File: config.mk
export PLATFORM = sky130hd
export DESIGN_NAME = asc_axis
export DESIGN_NICKNAME = d
export VERILOG_FILES = /design/src/sv/asc_pkg.sv /design/src/sv/asc_axis.sv
export SDC_FILE = /design/constraint.sdc
export NUM_CORES = 2
export LEC_CHECK = 0
export BUFFER_PORTS_ARGS = -buffer_cell sky130_fd_sc_hd__buf_2
export CORE_MARGIN = 2
export CORE_UTILIZATION = 40
export DETAILED_ROUTE_END_ITERATION = 12
export PLACE_DENSITY = 0.6
export SETUP_SLACK_MARGIN = 0.3
export SYNTH_ARGS = -nofsm -noshare
export SYNTH_HDL_FRONTEND = slang
export SYNTH_SLANG_ARGS = --single-unit
File: constraint.sdc
create_clock -name clk -period 16.1 [get_ports clk]
set_clock_uncertainty 0.2 [all_clocks]
set_input_delay 2.415 -clock clk [delete_from_list [all_inputs] [get_ports clk]]
set_output_delay 2.415 -clock clk [all_outputs]
set_load 0.03 [all_outputs]
File: src/sv/asc_pkg.sv
// shared types, constants and scale lookup for the accelerometer scale and calibrate block
`timescale 1ns / 1ps
package asc_pkg;

  localparam int unsigned RAW_W    = 8;
  localparam int unsigned SAMPLE_W = 13;  // 12-bit sample plus room for negating z
  localparam int unsigned FACTOR_W = 13;
  localparam int unsigned SCALED_W = 24;
  localparam int unsigned COEF_W   = 16;
  localparam int unsigned PROD_W   = SCALED_W + COEF_W;
  localparam int unsigned ACC_W    = PROD_W + 2;
  localparam int unsigned OUT_W    = 32;
  localparam int unsigned REG_W    = 48;
  localparam int unsigned IDX_W    = 3;
  localparam int unsigned CAL_SHIFT    = 18;
  localparam int unsigned RAW_SHIFT    = 4;
  localparam int unsigned OFFSET_SHIFT = 20;
  localparam int unsigned NUM_AXES     = 3;

  typedef enum logic [IDX_W-1:0] {
    REG_FULL_SCALE   = 3'd0,
    REG_CAL_ENABLE   = 3'd1,
    REG_WEIGHTS_X    = 3'd2,
    REG_WEIGHTS_Y    = 3'd3,
    REG_WEIGHTS_Z    = 3'd4,
    REG_OFFSETS      = 3'd5
  } cfg_idx_t;

  typedef logic [NUM_AXES-1:0][SCALED_W-1:0] scaled_vec_t;
  typedef logic [NUM_AXES-1:0][COEF_W-1:0]   coef_vec_t;

  typedef struct packed {
    logic en2;
    logic en3;
    logic cal_en;
  } axis_ctl_t;

  // scale factor in 2^-20 g per lsb; the unused code uses the 3.9 mg factor
  function automatic logic [FACTOR_W-1:0] scale_of(input logic [1:0] fs);
    logic [FACTOR_W-1:0] f;
    case (fs)
      2'd0:    f = 13'd1049;
      2'd1:    f = 13'd2097;
      default: f = 13'd4089;
    endcase
    return f;
  endfunction

endpackage

File: src/sv/asc_axis.sv
// one output axis: weight products, then sum with offset, shift and bypass select
`timescale 1ns / 1ps
module asc_axis import asc_pkg::*; (
  input  logic                clk,
  input  axis_ctl_t           ctl,
  input  scaled_vec_t         v,       // scaled x, y, z
  input  logic [SCALED_W-1:0] v_self,  // this axis' scaled value for bypass
  input  coef_vec_t           w,       // weights of x, y, z for this axis
  input  logic [COEF_W-1:0]   off,
  output logic [OUT_W-1:0]    accel
);

  logic [NUM_AXES-1:0][PROD_W-1:0] prod_r, prod_nxt;
  logic [PROD_W-5:0]               off_r, off_nxt;   // offset times 2^20, 36 bits
  logic [SCALED_W-5:0]             byp_r, byp_nxt;
  logic [OUT_W-1:0]                accel_r, accel_nxt;
  logic signed [ACC_W-1:0]         acc;
  logic [ACC_W-CAL_SHIFT-1:0]      cal_val;

  always_comb begin
    for (int i = 0; i < NUM_AXES; i++) begin
      prod_nxt[i] = PROD_W'($signed(v[i]) * $signed(w[i]));
    end
    off_nxt = {off, {OFFSET_SHIFT{1'b0}}};
    byp_nxt = v_self[SCALED_W-1:RAW_SHIFT];
  end

  always_comb begin
    acc = ACC_W'($signed(prod_r[0])) + ACC_W'($signed(prod_r[1]))
        + ACC_W'($signed(prod_r[2])) + ACC_W'($signed(off_r));
    // floor shift; the 24-bit result always fits in 32 bits, no clipping left
    cal_val = acc[ACC_W-1:CAL_SHIFT];
    if (ctl.cal_en) begin
      accel_nxt = OUT_W'($signed(cal_val));
    end else begin
      accel_nxt = OUT_W'($signed(byp_r));
    end
  end

  always_ff @(posedge clk) begin
    if (ctl.en2) begin
      prod_r <= prod_nxt;
      off_r  <= off_nxt;
      byp_r  <= byp_nxt;
    end
    if (ctl.en3) begin
      accel_r <= accel_nxt;
    end
  end

  assign accel = accel_r;

endmodule

==> out/results.txt <==
share of cells above drive strength 1 -> 0.0505
first-pass GRT wire length -> 194000 µm
Vias -> 33965
Top FF cell, synth -> edfxtp_1
CP endpoint -> prod_r[79]
GR Util All Layers -> 0.193
Post-Syn Area -> 50000 µm²
Antenna Nets Post-Route -> 0
Post-Syn Instances -> 5184
hpwl dp -> 98500 µm
crit start category -> input pin
RSZ-0062 raised after global routing -> false
most common cell after layout, fill and taps aside -> inv_1
CP Data Arrival Time -> 9.23 ns
cell family with the largest share of critical-path delay -> adder cells
CP Cell Sequence -> buf_2 -> inv_1 -> nor2_1 -> fa_1 -> fa_1 -> fa_1 -> fa_1 -> fa_1 -> inv_1 -> fa_1 -> inv_1 -> ha_1 -> a211oi_1 -> o21ai_0 -> a41oi_1 -> o211ai_1 -> o21ai_1 -> nor2_1 -> a311o_1 -> and3_1 -> a211oi_1
met3 Resource Use GR -> 0.0283
Most Crowded Layer GR -> met2
Post-synth EDFFs -> 180
Buffers & Inverters on Critical Path -> 4
Final Instance Area -> 52900 µm²
Critical Path Max Stage Delay -> 0.60 ns
worst slew pin tran -> 0.942 ns
CP most frequent cell -> fa_1
WL/cell -> 17.2 µm
Hold Startpoint -> byp_r[9]
hold_buf cts -> 0
Die Area -> 128000 µm²
final setup violation count -> 0
Tmin final -> 9.27 ns
clk_lat worst skew -> 0.46 ns
count of cell types in the netlist -> 75
leading area contributor after synthesis -> fa_1
Slew Limit Fails -> 0
nature of the critical path endpoint -> flip-flop
drt first pass iters -> 5
slowest CP cell -> inv_1
FILL cells -> 12215
top cells by area, synth -> fa_1 (47%), edfxtp_1 (11%), inv_1 (9.8%)
commonest cells after routing, fill and taps aside -> inv_1 (1305), fa_1 (1182), nand2_1 (689), and2_1 (460), ha_1 (351)
MaxCap Viol Count -> 0
CP startpoint -> w[31]
Util after Layout -> 0.427
CTS Sinks -> 180
R2R Setup Slk -> 11.54 ns
Crit Path Class -> in -> reg
I/O Pins -> 196
H-tree depth -> 4
CTS tree -> yes
DR vias/cell -> 4.95
num rows -> 129
Critical R2R Launch -> prod_r[98]
Die Wd -> 358 µm
cells on worst reg2reg path -> 12
Cells on Worst Hold Path -> 2
Seq cells post-synth -> 180
sequential element share of the synthesized area -> 0.108
initial antenna violation count -> 4
die span in y -> 358 µm
fmax -> 108 MHz
Crit. path cell count -> 21
status -> completed
met2 Resource Use GR -> 0.318
reg-to-reg endpoint -> accel[15]
CORE AREA -> 124000 µm²
post-synth net total -> 6881
Slew headroom -> 0.371
Critical Path RT -> 16.06 ns
Final Cycle Share -> 0.576
layout net count -> 6908
port buffer count -> 191
DR DRC count -> 0
Ys Warns -> 0
post-CTS resize count -> 0
Starting Density -> 0.403
Yosys top cell area share -> 0.473
GRT met1 Usage -> 0.271
initial DRC count -> 1924
CTS max path bufs -> 2
Clock transition at path regs -> 0.07 ns
post-CTS setup buffers -> 0
Final Hold Vio Count -> 0
worst hold-check path type -> reg -> reg
crit-path max FO -> 20
Routability Congestion -> 0.869
Syn Area/Cell -> 9.65 µm²
dpl cell area -> 52300 µm²
area delta synth->final -> 5.75%
Num CTS Buffers -> 17
WL final -> 118000 µm
largest net degree at the start of global routing -> 91
Setup TNS -> 0 ns
async set or reset register ratio after synthesis -> 0
grt total ovfl -> 0
Root Driver -> clkbuf_16
vias in the first global route -> 36228
==> how the worst min path moves through the flow <==
stage                            to  slack [ns]
final                      accel[9]        0.34
after global routing      accel[11]        0.36
after CTS                 accel[11]        0.35
after detailed placement  accel[11]        0.32
after global placement    accel[11]        0.32
after floorplan           accel[13]        0.30
==> through the flow <==
step / setup slack (ns) / hold slack (ns) / std cells
6_report: 6.83 / 0.341 / 6861
5_1_grt: 6.46 / 0.362 / 6861
4_1_cts: 6.84 / 0.346 / 6860
3_5_place_dp: 6.39 / 0.325 / 6829
3_3_place_gp: 6.44 / 0.321 / 6829
2_1_floorplan: 7.64 / 0.300 / 5184
==> sequential cells by signal, summed over array words and instances (netlist names) <==
| register | count |
|---|---|
| prod_r | 120 |
| off_r | 16 |
| accel | 24 |
| byp_r | 20 |
==> per-layer routing <==
metal,up-vias,wire (µm),share of wire
met5,-,18,0.00015
met4,2,2640,0.022
met3,125,6740,0.057
met2,810,56200,0.48
met1,17648,52600,0.44
li1,15380,-,-
==> final cells by class <==
class / count / area, µm² / area share
diodes: 1 / 2.50 / 0.0000473
multi-input cells: 3512 / 39000 / 0.737
inverters: 1306 / 4900 / 0.0927
repair buffers: 194 / 985 / 0.0186
well taps: 1637 / 2050 / 0.0387
clock buffers: 18 / 429 / 0.00812
clock inverters: 13 / 146 / 0.00277
flip-flops and latches: 180 / 5410 / 0.102
==> tightest hold or removal path: stages (launching register included) <==
cell and delay [ns]:
edfxtp_1 0.33, nand2_1 0.05, o21ai_0 0.06
==> synthesized netlist by cell type (10+ instances only) <==
cell	count
o21bai_1	11
nand4_1	10
ha_1	351
nand2b_1	28
a21oi_1	112
and3_1	19
xnor2_1	110
a31oi_1	14
o21a_1	20
o211ai_1	10
fa_1	1182
nand2_1	689
nor2_1	129
clkbuf_1	177
inv_1	1305
o21ai_0	72
mux2_2	13
a211oi_1	16
a21o_1	75
and2_1	460
nor3_1	18
xor2_1	38
nand3_1	24
edfxtp_1	180
==> cell families (layout without fill, tap and decap cells) <==
group / count (synthesis) / after routing / share of synthesized area
AO/OA/AOI/OAI: 401 / 401 / 0.0530
XOR/XNOR: 148 / 148 / 0.0259
adder cells (fa/ha/maj): 1533 / 1533 / 0.561
buffers and inverters: 1492 / 1531 / 0.113
flip-flops: 180 / 180 / 0.108
multiplexers: 15 / 15 / 0.00333
other: 0 / 1 / 0
AND/OR/NAND/NOR: 1415 / 1415 / 0.136
Power is left out: the tool's default activity adds up to more than one toggle a clock period on the data nets, which glitch-free logic cannot reach.
